File: src/rtl/stcm_fifo.sv
module stcm_fifo #(
  parameter int WIDTH = 8
) (
  input  logic clk,
  input  logic rst,
  input  logic wr_valid,
  output logic wr_ready,
  input  logic [WIDTH-1:0] wr_data,
  output logic rd_valid,
  input  logic rd_ready,
  output logic [WIDTH-1:0] rd_data
);
  logic [WIDTH-1:0] mem [2];
  logic wp, rp;
  logic [1:0] cnt;
  logic push, pop;

  assign wr_ready = (cnt != 2'd2);
  assign rd_valid = (cnt != 2'd0);
  assign push = wr_valid && wr_ready;
  assign pop = rd_valid && rd_ready;
  assign rd_data = mem[rp];

  always_ff @(posedge clk) begin
    if (rst) begin
      wp <= 1'b0;
      rp <= 1'b0;
      cnt <= 2'd0;
    end else begin
      if (push) wp <= ~wp;
      if (pop) rp <= ~rp;
      cnt <= cnt + 2'(push) - 2'(pop);
    end
    if (push) mem[wp] <= wr_data;
  end
endmodule

File: config.mk
export PLATFORM = sky130hd
export DESIGN_NAME = stcm_fifo
export DESIGN_NICKNAME = d
export VERILOG_FILES = /design/src/rtl/stcm_fifo.sv
export SDC_FILE = /design/constraint.sdc
export NUM_CORES = 1
export LEC_CHECK = 0
export BUFFER_PORTS_ARGS = -buffer_cell sky130_fd_sc_hd__buf_2
export CORE_MARGIN = 5
export CORE_UTILIZATION = 53
export CTS_CLUSTER_DIAMETER = 150
export CTS_CLUSTER_SIZE = 10
export DETAILED_ROUTE_END_ITERATION = 8
export PLACE_DENSITY = 0.8
export REMOVE_ABC_BUFFERS = 1
export SLEW_MARGIN = 5
export SYNTH_ARGS = -nofsm -noshare
export SYNTH_HDL_FRONTEND = slang
export SYNTH_SLANG_ARGS = --single-unit
File: constraint.sdc
create_clock -name clk -period 3.9 [get_ports clk]
set_clock_uncertainty 0.1 [all_clocks]
set_input_delay 0.78 -clock clk [delete_from_list [all_inputs] [get_ports clk]]
set_output_delay 0.78 -clock clk [all_outputs]
set_load 0.02 [all_outputs]
==> qor.csv <==
metric;value;unit
status;finished clean;
critical path required time;3.02;ns
Ports;22;
max cap viols;0;
post-synthesis xor/xnor area fraction;0.0323;
post-layout net count;88;
area of the core;1490;sq um
vias in the first global route;502;
Tot GR Track Use;0.115;
H-tree levels;1;
# resized after CTS;0;
r2r endpoint;cnt[1]$_SDFF_PP0_;
Compound-Gate Fraction of Synth Area;0.0108;
Slew HR;0.556;
Final Hold Viols;0;
Layout area overhead;18.2;%
R2R setup slack;2.26;ns
mux share of post-synthesis cell area;0.129;
critical path launch point type;flop;
combinational family with the most area after synthesis;multiplexers;
total setup buffers inserted after CTS;0;
post-DR wirelength/cell;13.6;um
CTS Buf Count;3;
Die Ht;49.2;um
via count;442;
die area;2420;sq um
Power per Cell Area;629;nW/um^2
Async SR Flop Fraction;0;
clock buffer depth;2;
Overall Power;605;uW
FP Rows;14;
number of cells on the worst hold path;2;
sequential area share after synthesis;0.714;
unique cell type count in the Yosys netlist;16;
Max Slew Vio Count;0;
number of routed nets with antenna violations;0;
Detailed Routing Iterations Pass 1;2;
drt drc;0;
Seq. cell area;581;sq um
Final Setup Violations;0;
CTS tree;yes;
clock latency at the later pin of the worst-skew pair;0.29;ns
fillers;118;
Post-synth top flop;edfxtp_1;
drt total wl;1.21;mm
IR drop worst, VDD;0.000328;V
pin count of the biggest net entering global routing;13;
cells on worst reg2reg path;7;
crit path time final;2.28;ns
post-synthesis cell count;49;
Seq cells post-synth;21;
Initial Utilization;0.546;
initial antenna violation count;0;
post-cts hold buffer count;0;
final period utilization;0.583;
multi-input logic area;224;sq um
Initial DRC Count;11;
Reg clk slew, reported paths;0.11;ns
hold crit path type;reg -> reg;
WS Path Type;reg -> out;
HP Start;rp$_SDFFE_PP0P_;
top cells by area, synth;edfxtp_1 (59%), dfxtp_1 (12%), mux2_1 (11%);
post-DR vias/cell;4.97;
first-pass GRT wire length;2.14;mm
root buf cell;clkbuf_4;
Pleak;0.396;nW
fmax;0.439;GHz
synthesized area;813;sq um
clock sink total;21;
Worst setup EP type;output pin;
CP Max Fanout;8;
detailed placement HPWL;899;um
worst hold slack;0.423;ns
Arr. time, crit path;1.40;ns
Mapped Avg Cell Area;16.6;sq um
Tightest Pin Transition;0.663;ns
routability cong.;0.676;
area leader, netlist;edfxtp_1;
die width;49.2;um
number of synthesized flops with an enable pin;16;
Synth Area in Simple Gates;0.0723;
Setup Total Neg Slack;0;ns
grt total ovfl;0;
Post-Synth Adder-Cell Area;0.0308;
RSZ-0062 raised after global routing;no;
reg2reg start;cnt[1]$_SDFF_PP0_;
n_diodes;0;
layout cells sized above 1;0.397;
area share of the largest cell type after synthesis;0.591;
I/O Buffers;21;
Yosys Warn Count;0;
==> state kept, by name, indices dropped and copies added, names as in the netlist, named ones only <==
signal	count
wp	1
rp	1
mem	16
cnt	2
==> layout by cell type (no fill, tap or decap) <==
| cell | instances |
|---|---|
| and3_1 | 1 |
| buf_2 | 21 |
| clkbuf_4 | 3 |
| clkinv_2 | 1 |
| dfxtp_1 | 5 |
| edfxtp_1 | 16 |
| ha_1 | 2 |
| inv_1 | 1 |
| mux2_1 | 8 |
| mux2_4 | 1 |
| nand2_2 | 1 |
| nand2b_2 | 1 |
| nor2_1 | 5 |
| nor2b_1 | 2 |
| o21a_2 | 1 |
| or2_1 | 1 |
| xnor2_1 | 2 |
| xor2_1 | 1 |
==> power by group <==
| group | total, mW | switching [mW] | internal, mW | leakage, nW |
|---|---|---|---|---|
| clock network | 0.100 | 0.0621 | 0.0381 | 0.0177 |
| registers | 0.312 | 0.0276 | 0.285 | 0.191 |
| logic | 0.192 | 0.106 | 0.0859 | 0.188 |
| total | 0.605 | 0.196 | 0.409 | 0.396 |
==> per-stage QoR <==
step,util,setup WS [ns],area (sq um),cells
final,0.645,1.62,961,89
after global routing,0.645,1.55,961,89
after CTS,0.645,1.60,961,89
after detailed placement,0.627,1.83,933,85
after global placement,0.627,1.87,933,85
after floorplan,-,1.99,808,48
==> logic make-up (layout without fill, tap and decap cells) <==
kind of cell               Yosys count  count (layout)
adders and majority gates            2               2
DFF                                 21              21
and+or+nand+nor                     11              11
buffers and inverters                2              26
xor gates and xnor gates             3               3
muxes                                9               9
AOI/OAI and AO/OA                    1               1
==> synth_stat cells, types with 2 or more instances <==
cell	instances
dfxtp_1	5
edfxtp_1	16
ha_1	2
mux2_1	8
nor2_1	5
nor2b_1	2
xnor2_1	2
==> routing by layer <==
metal / up-vias / global-route usage / wire length [um]
met2: 14 / 0.182 / 588
met1: 206 / 0.137 / 532
met5: - / 0 / 0
met3: 0 / 0.0398 / 87
met4: 0 / 0.0538 / 0
li1: 222 / - / -
==> critical path, stage by stage, from the launching register on <==
cell	delay (ns)
dfxtp_1	0.57
mux2_1	0.37
buf_2	0.16
==> how the worst max path moves through the flow <==
| stage | from | end | cells after the start |
|---|---|---|---|
| finish | flop | rd_data[3] | 2 |
| global route | flop | rd_data[1] | 2 |
| CTS | flop | rd_data[3] | 2 |
| detailed placement | rd_ready | cnt[1]$_SDFF_PP0_ | 8 |
| global placement | rd_ready | cnt[1]$_SDFF_PP0_ | 8 |
| floorplan | rd_ready | cnt[1]$_SDFF_PP0_ | 7 |
==> area by class of cell <==
class / count / area share
flip-flops and latches: 21 / 0.604
multi-input cells: 26 / 0.233
repair buffers: 21 / 0.109
clock buffers: 3 / 0.0234
well taps: 16 / 0.0208
clock inverters: 1 / 0.00521
inverters: 1 / 0.00391
(Power assumes the default switching activity.)
