--- config.mk ---
export PLATFORM = sky130hd
export DESIGN_NAME = stcm_front
export DESIGN_NICKNAME = d
export VERILOG_FILES = /design/src/rtl/stcm_pkg.sv /design/src/rtl/stcm_front.sv
export SDC_FILE = /design/constraint.sdc
export NUM_CORES = 1
export LEC_CHECK = 0
export BUFFER_PORTS_ARGS = -buffer_cell sky130_fd_sc_hd__buf_2
export CORE_MARGIN = 5
export CORE_UTILIZATION = 41
export DETAILED_ROUTE_END_ITERATION = 16
export PLACE_DENSITY = 0.65
export SLEW_MARGIN = 5
export SYNTH_ARGS = -nofsm -noshare
export SYNTH_HDL_FRONTEND = slang
export SYNTH_SLANG_ARGS = --single-unit
--- constraint.sdc ---
create_clock -name clk -period 8.6 [get_ports clk]
set_input_delay 0.86 -clock clk [delete_from_list [all_inputs] [get_ports clk]]
set_output_delay 0.86 -clock clk [all_outputs]
set_load 0.05 [all_outputs]
--- src/rtl/stcm_pkg.sv ---
package stcm_pkg;

  localparam int VALUE_WIDTH_DEF = 16;
  localparam int MAX_COLOUR_BITS_DEF = 16;
  localparam int LEVEL_W = 16;
  localparam int CFG_IDX_W = 1;
  localparam int CFG_DATA_W = 7;
  localparam logic [CFG_IDX_W-1:0] REG_COLOUR_BITS = 1'd0;
  localparam logic [CFG_IDX_W-1:0] REG_BRIGHTNESS = 1'd1;
  localparam logic [4:0] COLOUR_BITS_RESET = 5'd8;
  localparam logic [6:0] BRIGHTNESS_RESET = 7'd100;
  localparam int PCT_DIV = 100;
  // floor(x/100) = (x * 10737419) >> 30 holds for x < 2^23 here (x <= 65535*100)
  localparam int PCT_RECIP = 10737419;
  localparam int PCT_SHIFT = 30;

  localparam logic CMD_RAMP = 1'b0;
  localparam logic CMD_SPECTRUM = 1'b1;

  typedef struct packed {
    logic command;
    logic signed [VALUE_WIDTH_DEF-1:0] value;
    logic signed [VALUE_WIDTH_DEF-1:0] range_min;
    logic signed [VALUE_WIDTH_DEF-1:0] range_max;
  } in_word_t;

  typedef struct packed {
    logic [LEVEL_W-1:0] red_level;
    logic [LEVEL_W-1:0] green_level;
    logic [LEVEL_W-1:0] blue_level;
    logic [LEVEL_W-1:0] red_duty;
    logic [LEVEL_W-1:0] green_duty;
    logic [LEVEL_W-1:0] blue_duty;
    logic range_fault;
  } out_word_t;

  // per-channel operation chosen by the front end
  localparam logic [1:0] OP_ZERO = 2'd0;
  localparam logic [1:0] OP_FULL = 2'd1;
  localparam logic [1:0] OP_RISE = 2'd2;
  localparam logic [1:0] OP_FALL = 2'd3;

endpackage

--- src/rtl/stcm_front.sv ---
module stcm_front import stcm_pkg::*; #(
  parameter int VALUE_WIDTH = VALUE_WIDTH_DEF,
  parameter int MAX_COLOUR_BITS = MAX_COLOUR_BITS_DEF,
  localparam int DW = VALUE_WIDTH + 1,
  localparam int NW = VALUE_WIDTH + 3
) (
  input  logic clk,
  input  logic rst,
  input  in_word_t in_word,
  input  logic [4:0] colour_bits,
  input  logic [6:0] brightness_percent,
  input  logic in_valid,
  output logic in_ready,
  output logic f_valid,
  input  logic f_ready,
  output logic [MAX_COLOUR_BITS-1:0] f_m,
  output logic [6:0] f_bright,
  output logic [DW-1:0] f_d,
  output logic [NW-1:0] f_n,
  output logic [5:0] f_ops,
  output logic f_fault
);
  logic signed [VALUE_WIDTH-1:0] v, lo, hi, vc;
  logic fault;
  logic [DW-1:0] t, d;
  logic [NW-1:0] s, d1, d2, d3, n;
  logic [1:0] op_r, op_g, op_b;
  logic [4:0] bits;
  logic [6:0] br;

  assign v = VALUE_WIDTH'(in_word.value);
  assign lo = VALUE_WIDTH'(in_word.range_min);
  assign hi = VALUE_WIDTH'(in_word.range_max);

  always_comb begin
    fault = (hi <= lo);
    vc = (v < lo) ? lo : ((v > hi) ? hi : v);
    if (fault) begin
      t = '0;
      d = DW'(1);
    end else begin
      t = DW'({vc[VALUE_WIDTH-1], vc} - {lo[VALUE_WIDTH-1], lo});
      d = DW'({hi[VALUE_WIDTH-1], hi} - {lo[VALUE_WIDTH-1], lo});
    end
    s = {t, 2'b00};
    d1 = NW'(d);
    d2 = {1'b0, d, 1'b0};
    d3 = d1 + d2;
    if (s < d1) begin
      n = s;
      if (in_word.command == CMD_SPECTRUM) begin
        op_r = OP_FALL; op_g = OP_ZERO; op_b = OP_FULL;
      end else begin
        op_r = OP_ZERO; op_g = OP_RISE; op_b = OP_FULL;
      end
    end else if (s < d2) begin
      n = s - d1;
      op_r = OP_ZERO;
      op_g = (in_word.command == CMD_SPECTRUM) ? OP_RISE : OP_FULL;
      op_b = OP_FALL;
    end else if (s < d3) begin
      n = s - d2;
      op_r = OP_RISE; op_g = OP_FULL; op_b = OP_ZERO;
    end else begin
      n = s - d3;
      op_r = OP_FULL; op_g = OP_FALL; op_b = OP_ZERO;
    end
    bits = (colour_bits == 5'd0) ? 5'd1 :
           ((colour_bits > 5'(MAX_COLOUR_BITS)) ? 5'(MAX_COLOUR_BITS) : colour_bits);
    br = (brightness_percent == 7'd0) ? 7'd1 :
         ((brightness_percent > 7'(PCT_DIV)) ? 7'(PCT_DIV) : brightness_percent);
  end

  assign in_ready = !f_valid || f_ready;

  always_ff @(posedge clk) begin
    if (rst) begin
      f_valid <= 1'b0;
    end else if (in_ready) begin
      f_valid <= in_valid;
    end
    if (in_ready && in_valid) begin
      f_m <= MAX_COLOUR_BITS'((32'd1 << bits) - 32'd1);
      f_bright <= br;
      f_d <= d;
      f_n <= n;
      f_ops <= {op_r, op_g, op_b};
      f_fault <= fault;
    end
  end
endmodule

==> flow_metrics.env, run 1 <==
export IMPL_run_status="finished, final reports clean"
export IMPL_synth_edf_count=66
export IMPL_power_share_switching_pct=52.05
export IMPL_finalNetCount=1453
export IMPL_clock_latency_ps=330
export IMPL_combPwrFrac_pct=76.0
export IMPL_synthTopCellsByArea="edfxtp_1, ha_1, a21oi_1"
export IMPL_overflow=0
export IMPL_ys_flop_type="edfxtp_1"
export IMPL_cpMaxStageDelayCell="or3_1"
export IMPL_initial_core_util_pct=41.79
export IMPL_ys_warn_count=0
export IMPL_power_switching_mw=1.982
export IMPL_die_w_um=159.4
export IMPL_synthAdderAreaFrac_pct=18.79
export IMPL_port_buffer_count=132
export IMPL_grt_pass1_vias=8250
export IMPL_wl_per_cell_um=16.33
export IMPL_ioPinCount=133
export IMPL_synth_top_area_share_pct=21.67
export IMPL_antenna_found_initial=0
export IMPL_fillCellCount=2215
export IMPL_hold_violations=0
export IMPL_leakage_nw=4.835
export IMPL_syn_area_um2=9148
export IMPL_synth_xor_area_share_pct=7.181
export IMPL_dr_first_iter_drc_count=660
export IMPL_place_congestion=0.9414
export IMPL_maxSlewViolCount=0
export IMPL_h_tree_depth=3
export IMPL_finalNonFillerCells=1538
export IMPL_max_stage_delay_ps=550
export IMPL_ant_nets=0
export IMPL_setup_viol=0
export IMPL_avgViaCountPerCell=5.683
export IMPL_synthMuxAreaShare_pct=1.149
export IMPL_grt_total_usage_pct=18.81
export IMPL_post_cts_buffers=0
export IMPL_crit_type="in -> reg"
export IMPL_clk_pin_slew_ps=60
export IMPL_cts_root_buffer="clkbuf_16"
export IMPL_clock_sinks=67
export IMPL_grt_max_degree=67
export IMPL_yosysUniqueCellTypes=93
export IMPL_dr_pass1_iters=5
export IMPL_crit_fanout=19
export IMPL_min_period_over_period_pct=93.16
export IMPL_synthCells=1123
export IMPL_fin_setup_tns_ps=0
export IMPL_die_h_um=159.4
export IMPL_cts_repair_resized=0
export IMPL_core_area_um2=21890
export IMPL_ir_drop_mv=0.1326
export IMPL_hp_class="reg -> reg"
export IMPL_power_total_mw=3.808
export IMPL_ys_async_sr_fraction_pct=0
export IMPL_num_rows=54
export IMPL_vias=8741
export IMPL_drt_wl_total_um=25110
export IMPL_ys_ff_latch=67
export IMPL_crit_buf_inv=3
export IMPL_hpwl_um=20760
export IMPL_cts_hold_buf=0
export IMPL_stdcell_area_um2=10470
export IMPL_cts_buffers=9
export IMPL_drc=0
export IMPL_required_ps=8760
export IMPL_place_ws_ps=339.5
export IMPL_final_common_cell="buf_2"
export IMPL_placedCellCount=1522
export IMPL_p_seq_share_pct=13.9
export IMPL_synth_compound_area_share_pct=27.56
export IMPL_min_period_ps=8012
export IMPL_powerDensity_nw_per_um2=363.8
export IMPL_layout_cells_most_common_list="buf_2, ha_1, a21oi_1"
export IMPL_worst_slew_pin_transition_ps=1194
export IMPL_critPathLaunchType="primary input"
export IMPL_dpl_cell_area_um2=10160
export IMPL_seq_area_frac_synth_pct=21.88
export IMPL_fin_skew_ps=6.933
export IMPL_fin_util_pct=47.83
export IMPL_internal_power_mw=1.826
export IMPL_whs_ps=505.1
export IMPL_grt_pass1_wl_um=40680
export IMPL_fin_ws_ps=588.5
export IMPL_syn2layout_area_growth_pct=14.46
export IMPL_slew_headroom_pct=20.18
export IMPL_syn_area_per_cell_um2=8.146
export IMPL_n_antenna_cell=0
export IMPL_rsz0062_at_grt="false"
export IMPL_cap_violations=0
export IMPL_power_frac_clock_pct=10.0
export IMPL_cp_end_kind="register"
export IMPL_worstPathArrival_ps=8170
export IMPL_yosys_area_share_simple_pct=18.11
export IMPL_cts_path_max_buffers=2
export IMPL_cpMostUsedCell="o21a_1"
export IMPL_cpLargestDelayFamily="compound AO/OA/AOI/OAI gates"
export IMPL_drive_gt1_share_pct=16.93
export IMPL_synth_largest_area_cell="edfxtp_1"
export IMPL_cts_tree="built"
export IMPL_max_freq_ghz=0.1248
export IMPL_dieArea_um2=25400
export IMPL_synth_top_family_by_area="compound AO/OA/AOI/OAI gates"
state kept, by name, summed over array words and instances, names as in the netlist:
signal,flops
f_ops,6
f_valid,1
f_fault,1
f_m,16
f_bright,7
f_n,19
f_d,17
path summary, 6_finish.rpt:
kind | startpoint | to | slack (ps) | cells after the start
hold reg to reg | f_valid | f_valid | 510 | 2
setup / recovery | in_word[1] | f_n[13] | 590 | 34
setup reg to reg | f_valid | f_d[6] | 6990 | 3
hold / removal | f_valid | f_valid | 510 | 2
layout make-up:
cell class / count / area (um^2) / area share, %
Clock inverter: 7 / 82.58 / 0.7887
Clock buffer: 9 / 225.2 / 2.151
Inverter: 85 / 321.6 / 3.071
Sequential cell: 67 / 2002 / 19.12
Multi-Input combinational cell: 938 / 6678 / 63.78
Tap cell: 280 / 350.3 / 3.346
Timing Repair Buffer: 152 / 810.8 / 7.744
kinds of logic (layout without fill, tap and decap cells):
| logic type | after synthesis | count (layout) |
|---|---|---|
| compound gates | 379 | 379 |
| xor+xnor | 75 | 75 |
| fa+ha+maj | 135 | 135 |
| buf+inv | 119 | 253 |
| flops | 67 | 67 |
| mux | 9 | 9 |
| other cells | 1 | 2 |
| simple gates | 338 | 338 |
metal layers:
layer / global-route usage, % / vias to the layer above / wire (um) / share of wire, %
li1: - / 4419 / - / -
met1: 27.07 / 4009 / 12340 / 49
met2: 29.82 / 284 / 10790 / 43
met3: 2.873 / 29 / 1525 / 6.1
met4: 4.265 / 0 / 453 / 1.8
met5: 0 / - / 0 / 0
power by group through the flow:
stage	Sequential [mW]	Clock, mW	Combinational, mW
2_1_floorplan	0.815	0	1.95
3_3_place_gp	0.538	0	2.82
3_5_place_dp	0.538	0	2.84
4_1_cts	0.532	0.392	2.86
5_1_grt	0.539	0.405	3.15
6_report	0.531	0.382	2.90
synth_stat cells (all sizes together) (4+ instances only):
master,n
nor2,97
nor2b,15
nor4,6
nand2,81
or2,11
nand2b,12
nand4,11
o211ai,11
a21o,41
ha,131
mux2i,7
nand3,39
a21oi,107
inv,85
buf,10
nor3,24
or3,9
o21a,20
nand3b,4
and3,7
a221oi,6
a31oi,35
o21ai,75
xor2,24
edfxtp,66
o21bai,17
o31ai,5
xnor2,51
a211oi,12
fa,4
a31o,5
and2,17
clkbuf,24
worst min-delay path: cells and delay by family, from the launching register on:
family	cells	cell delay, ps
compound gates	1	70
flops	1	310
simple gates	1	90
No activity file was read; power rests on OpenSTA's default activity.
==> run 2, diff against run 1 <==
--- a/config.mk
+++ b/config.mk
@@ -9,7 +9,7 @@
 export CORE_MARGIN = 5
 export CORE_UTILIZATION = 41
 export DETAILED_ROUTE_END_ITERATION = 16
-export PLACE_DENSITY = 0.65
+export PLACE_DENSITY = 0.61
 export SLEW_MARGIN = 5
 export SYNTH_ARGS = -nofsm -noshare
 export SYNTH_HDL_FRONTEND = slang
==> flow_metrics.env, run 2 (same netlist as run 1, synthesis figures left out) <==
export IMPL_grt_pass1_wl_um=41320
export IMPL_leakage_nw=4.850
export IMPL_cp_end_kind="register"
export IMPL_drc=0
export IMPL_dr_pass1_iters=5
export IMPL_cts_buffers=9
export IMPL_power_total_mw=3.827
export IMPL_drt_wl_total_um=25290
export IMPL_max_stage_delay_ps=550
export IMPL_powerDensity_nw_per_um2=364.9
export IMPL_setup_viol=0
export IMPL_grt_pass1_vias=8405
export IMPL_port_buffer_count=132
export IMPL_avgViaCountPerCell=5.611
export IMPL_fin_util_pct=47.91
export IMPL_hold_violations=0
export IMPL_ir_drop_mv=0.1342
export IMPL_min_period_ps=7913
export IMPL_ioPinCount=133
export IMPL_min_period_over_period_pct=92.01
export IMPL_clk_pin_slew_ps=60
export IMPL_h_tree_depth=3
export IMPL_num_rows=54
export IMPL_slew_headroom_pct=36.88
export IMPL_grt_total_usage_pct=19.10
export IMPL_fin_skew_ps=4.322
export IMPL_fin_setup_tns_ps=0
export IMPL_place_ws_ps=395.4
export IMPL_required_ps=8650
export IMPL_wl_per_cell_um=16.44
export IMPL_post_cts_buffers=0
export IMPL_worst_slew_pin_transition_ps=944.6
export IMPL_cpMostUsedCell="o21a_1"
export IMPL_maxSlewViolCount=0
export IMPL_crit_fanout=21
export IMPL_initial_core_util_pct=41.79
export IMPL_layout_cells_most_common_list="buf_2, ha_1, a21oi_1"
export IMPL_antenna_found_initial=0
export IMPL_drive_gt1_share_pct=16.93
export IMPL_crit_type="in -> reg"
export IMPL_fin_ws_ps=687.4
export IMPL_clock_latency_ps=330
export IMPL_largestRegisters="f_n (19), f_d (17), f_m (16)"
export IMPL_vias=8630
export IMPL_cpMaxStageDelayCell="or3_1"
export IMPL_ant_nets=0
export IMPL_cts_path_max_buffers=2
export IMPL_rr_worst_depth=3
export IMPL_hold_depth=2
export IMPL_cap_violations=0
export IMPL_max_freq_ghz=0.1264
export IMPL_n_antenna_cell=0
export IMPL_run_status="finished, final reports clean"
export IMPL_largest_register="f_n"
export IMPL_dieArea_um2=25400
export IMPL_final_common_cell="buf_2"
export IMPL_hp_class="reg -> reg"
export IMPL_syn2layout_area_growth_pct=14.65
export IMPL_cts_tree="built"
export IMPL_clock_sinks=67
export IMPL_hpwl_um=21010
export IMPL_worstPathArrival_ps=7960
export IMPL_die_h_um=159.4
export IMPL_dr_first_iter_drc_count=563
export IMPL_grt_max_degree=67
export IMPL_rsz0062_at_grt="false"
export IMPL_place_congestion=0.9228
export IMPL_cts_hold_buf=0
export IMPL_core_area_um2=21890
export IMPL_critPathLaunchType="primary input"
export IMPL_cts_repair_resized=0
export IMPL_die_w_um=159.4
export IMPL_finalNetCount=1453
export IMPL_cts_root_buffer="clkbuf_16"
export IMPL_overflow=0
export IMPL_largest_reg_flops=19
==> run 2: changes by cell type in the layout (fill, tap and decap cells not counted) <==
cell        delta
clkinv_2       +1
inv_8          -1
clkinv_4       +3
clkinvlp_4     -2
bufinv_16      +1
inv_6          -2
==> run 2: worst paths after layout <==
path              start  slack, ps        to
max reg2reg     f_valid       6970  f_ops[5]
max          in_word[1]        690   f_n[12]
min             f_valid        520   f_valid
min reg2reg     f_valid        520   f_valid
==> run 2: metal layers <==
metal  vias up  routed length (um)  global-route usage (%)
met5         -                   0                       0
met4         0                 269                   4.149
met3        21                1412                   2.123
met2       256               11210                   30.83
met1      3939               12400                   27.61
li1       4414                   -                       -
==> run 2: per-stage QoR <==
step	instance area [um^2]	hold slack, ps	instances
after CTS	10490	529.1	1538
final	10490	522.9	1538
after detailed placement	10160	518.8	1522
after global routing	10490	560.2	1538
after global placement	10160	490.0	1522
after floorplan	9151	929.1	1124
==> run 2: worst max-delay path: cells and delay by family <==
kind | cells | cell delay, ps
compound gates | 16 | 3370
xor+xnor | 1 | 70
fa+ha+maj | 4 | 1220
buf+inv | 4 | 510
simple gates | 9 | 1920
==> run 2: layout make-up <==
class,instances,area [um^2]
sequential,67,2002
multi-input combinational,938,6678
inverter,85,321.6
clock inverter,7,100.1
timing repair buffer,152,810.8
fill,2228,11400
clock buffer,9,225.2
tap,280,350.3
==> run 2: report_power, final <==
part	switching [mW]	internal (mW)	total (mW)
sequential	0.0241	0.504	0.528
combinational	1.81	1.09	2.90
clock	0.146	0.256	0.402
total	1.98	1.85	3.83
==> run 3, diff against run 2 <==
--- a/config.mk
+++ b/config.mk
@@ -8,6 +8,7 @@
 export BUFFER_PORTS_ARGS = -buffer_cell sky130_fd_sc_hd__buf_2
 export CORE_MARGIN = 5
 export CORE_UTILIZATION = 41
+export CTS_BUF_LIST = sky130_fd_sc_hd__clkbuf_4
 export DETAILED_ROUTE_END_ITERATION = 16
 export PLACE_DENSITY = 0.61
 export SLEW_MARGIN = 5
==> constraint.sdc (replaced) <==
create_clock -name clk -period 9.85 [get_ports clk]
set_input_delay 0.985 -clock clk [delete_from_list [all_inputs] [get_ports clk]]
set_output_delay 0.985 -clock clk [all_outputs]
set_load 0.05 [all_outputs]
==> flow_metrics.env, run 3 (same netlist as run 1, synthesis figures left out) <==
export IMPL_run_status="finished, final reports clean"
export IMPL_drt_wl_total_um=24740
export IMPL_cts_root_buffer="clkbuf_4"
export IMPL_syn2layout_area_growth_pct=11.97
export IMPL_ir_drop_mv=0.1291
export IMPL_place_congestion=0.9052
export IMPL_initial_core_util_pct=41.79
export IMPL_crit_fanout=25
export IMPL_drc=0
export IMPL_rsz0062_at_grt="false"
export IMPL_dpl_cell_area_um2=10070
export IMPL_stdcell_area_um2=10240
export IMPL_slew_headroom_pct=18.94
export IMPL_clk_pin_slew_ps=130
export IMPL_antenna_found_initial=1
export IMPL_max_stage_delay_ps=730
export IMPL_ioPinCount=133
export IMPL_cts_hold_buf=0
export IMPL_cp_end_kind="register"
export IMPL_avgViaCountPerCell=5.589
export IMPL_hold_violations=0
export IMPL_overflow=0
export IMPL_final_common_cell="buf_2"
export IMPL_cts_path_max_buffers=2
export IMPL_layout_cells_most_common_list="buf_2, ha_1, a21oi_1"
export IMPL_dr_pass1_iters=5
export IMPL_drive_gt1_share_pct=16.13
export IMPL_grt_pass1_vias=8209
export IMPL_worst_slew_pin_transition_ps=1213
export IMPL_cts_repair_resized=0
export IMPL_cts_buffers=9
export IMPL_h_tree_depth=3
export IMPL_dieArea_um2=25400
export IMPL_port_buffer_count=132
export IMPL_fin_setup_tns_ps=0
export IMPL_max_freq_ghz=0.1129
export IMPL_hpwl_um=20650
export IMPL_cap_violations=0
export IMPL_critPathLaunchType="primary input"
export IMPL_clock_sinks=67
export IMPL_num_rows=54
export IMPL_grt_total_usage_pct=18.58
export IMPL_grt_pass1_wl_um=40140
export IMPL_ant_nets=0
export IMPL_cts_tree="built"
export IMPL_dr_first_iter_drc_count=481
export IMPL_finalNetCount=1441
export IMPL_post_cts_buffers=0
export IMPL_powerDensity_nw_per_um2=309.3
export IMPL_power_total_mw=3.168
export IMPL_largest_register="f_n"
export IMPL_min_period_over_period_pct=89.92
export IMPL_wl_per_cell_um=16.20
export IMPL_cpMaxStageDelayCell="or2_1"
export IMPL_clock_latency_ps=430
export IMPL_leakage_nw=4.722
export IMPL_min_period_ps=8857
export IMPL_grt_max_degree=67
export IMPL_hp_class="reg -> reg"
export IMPL_largest_reg_flops=19
export IMPL_rrSetupSlack_ps=8210
export IMPL_setup_viol=0
export IMPL_die_h_um=159.4
export IMPL_crit_type="in -> reg"
export IMPL_vias=8535
export IMPL_core_area_um2=21890
export IMPL_required_ps=10040
export IMPL_largestRegisters="f_n (19), f_d (17), f_m (16)"
export IMPL_maxSlewViolCount=0
export IMPL_cpMostUsedCell="a21o_1"
export IMPL_die_w_um=159.4
export IMPL_worstPathArrival_ps=9050
export IMPL_fin_skew_ps=13.64
## run 3: cell types whose count changed in the layout (fill, tap and decap cells not counted)
cell       previous run  this run
diode_2               0         1
clkbuf_4              0         9
clkbuf_16             9         0
buf_4                20         8
## run 3: report_power, final
group | switching, mW | internal, mW | total, mW
registers | 0.0219 | 0.439 | 0.461
logic | 1.56 | 0.926 | 2.49
clock network | 0.112 | 0.105 | 0.216
## run 3: final cells by class
class / instances / area [um^2]
timing repair buffer: 140 / 720.7
multi-input combinational: 938 / 6678
antenna: 1 / 2.502
fill: 2252 / 11650
inverter: 85 / 321.6
tap: 280 / 350.3
sequential: 67 / 2002
clock buffer: 9 / 67.56
clock inverter: 7 / 100.1
## run 3: critical path: cells and delay by family
kind | cells | cell delay [ps]
simple gates | 7 | 2730
compound gates | 16 | 3540
xor+xnor | 1 | 210
fa+ha+maj | 3 | 1150
buf+inv | 3 | 430
## run 3: metrics by stage
step                utilization, %  hold WS [ps]  worst slack, ps  cells
floorplan                        -          1054             2370   1124
global placement             46.01         495.0            528.4   1510
detailed placement           46.01         505.6            520.8   1510
CTS                          46.78         523.1            945.1   1526
global route                 46.79         574.9            380.4   1527
finish                       46.79         524.6            992.6   1527
## run 3: per-layer routing
metal | part of all wire, % | vias to the layer above | global-route usage, %
li1 | - | 4390 | -
met1 | 50 | 3885 | 26.45
met2 | 43 | 237 | 29.68
met3 | 5.0 | 23 | 2.718
met4 | 1.8 | 0 | 4.614
met5 | 0 | - | 0
## run 3: worst paths after layout
kind                                  start  endpoint  cells after the start
worst max register to register      f_valid    f_n[4]                      3
worst min register to register      f_valid   f_valid                      2
worst max-delay path            in_word[31]    f_n[2]                     30
worst min-delay path                f_valid   f_valid                      2
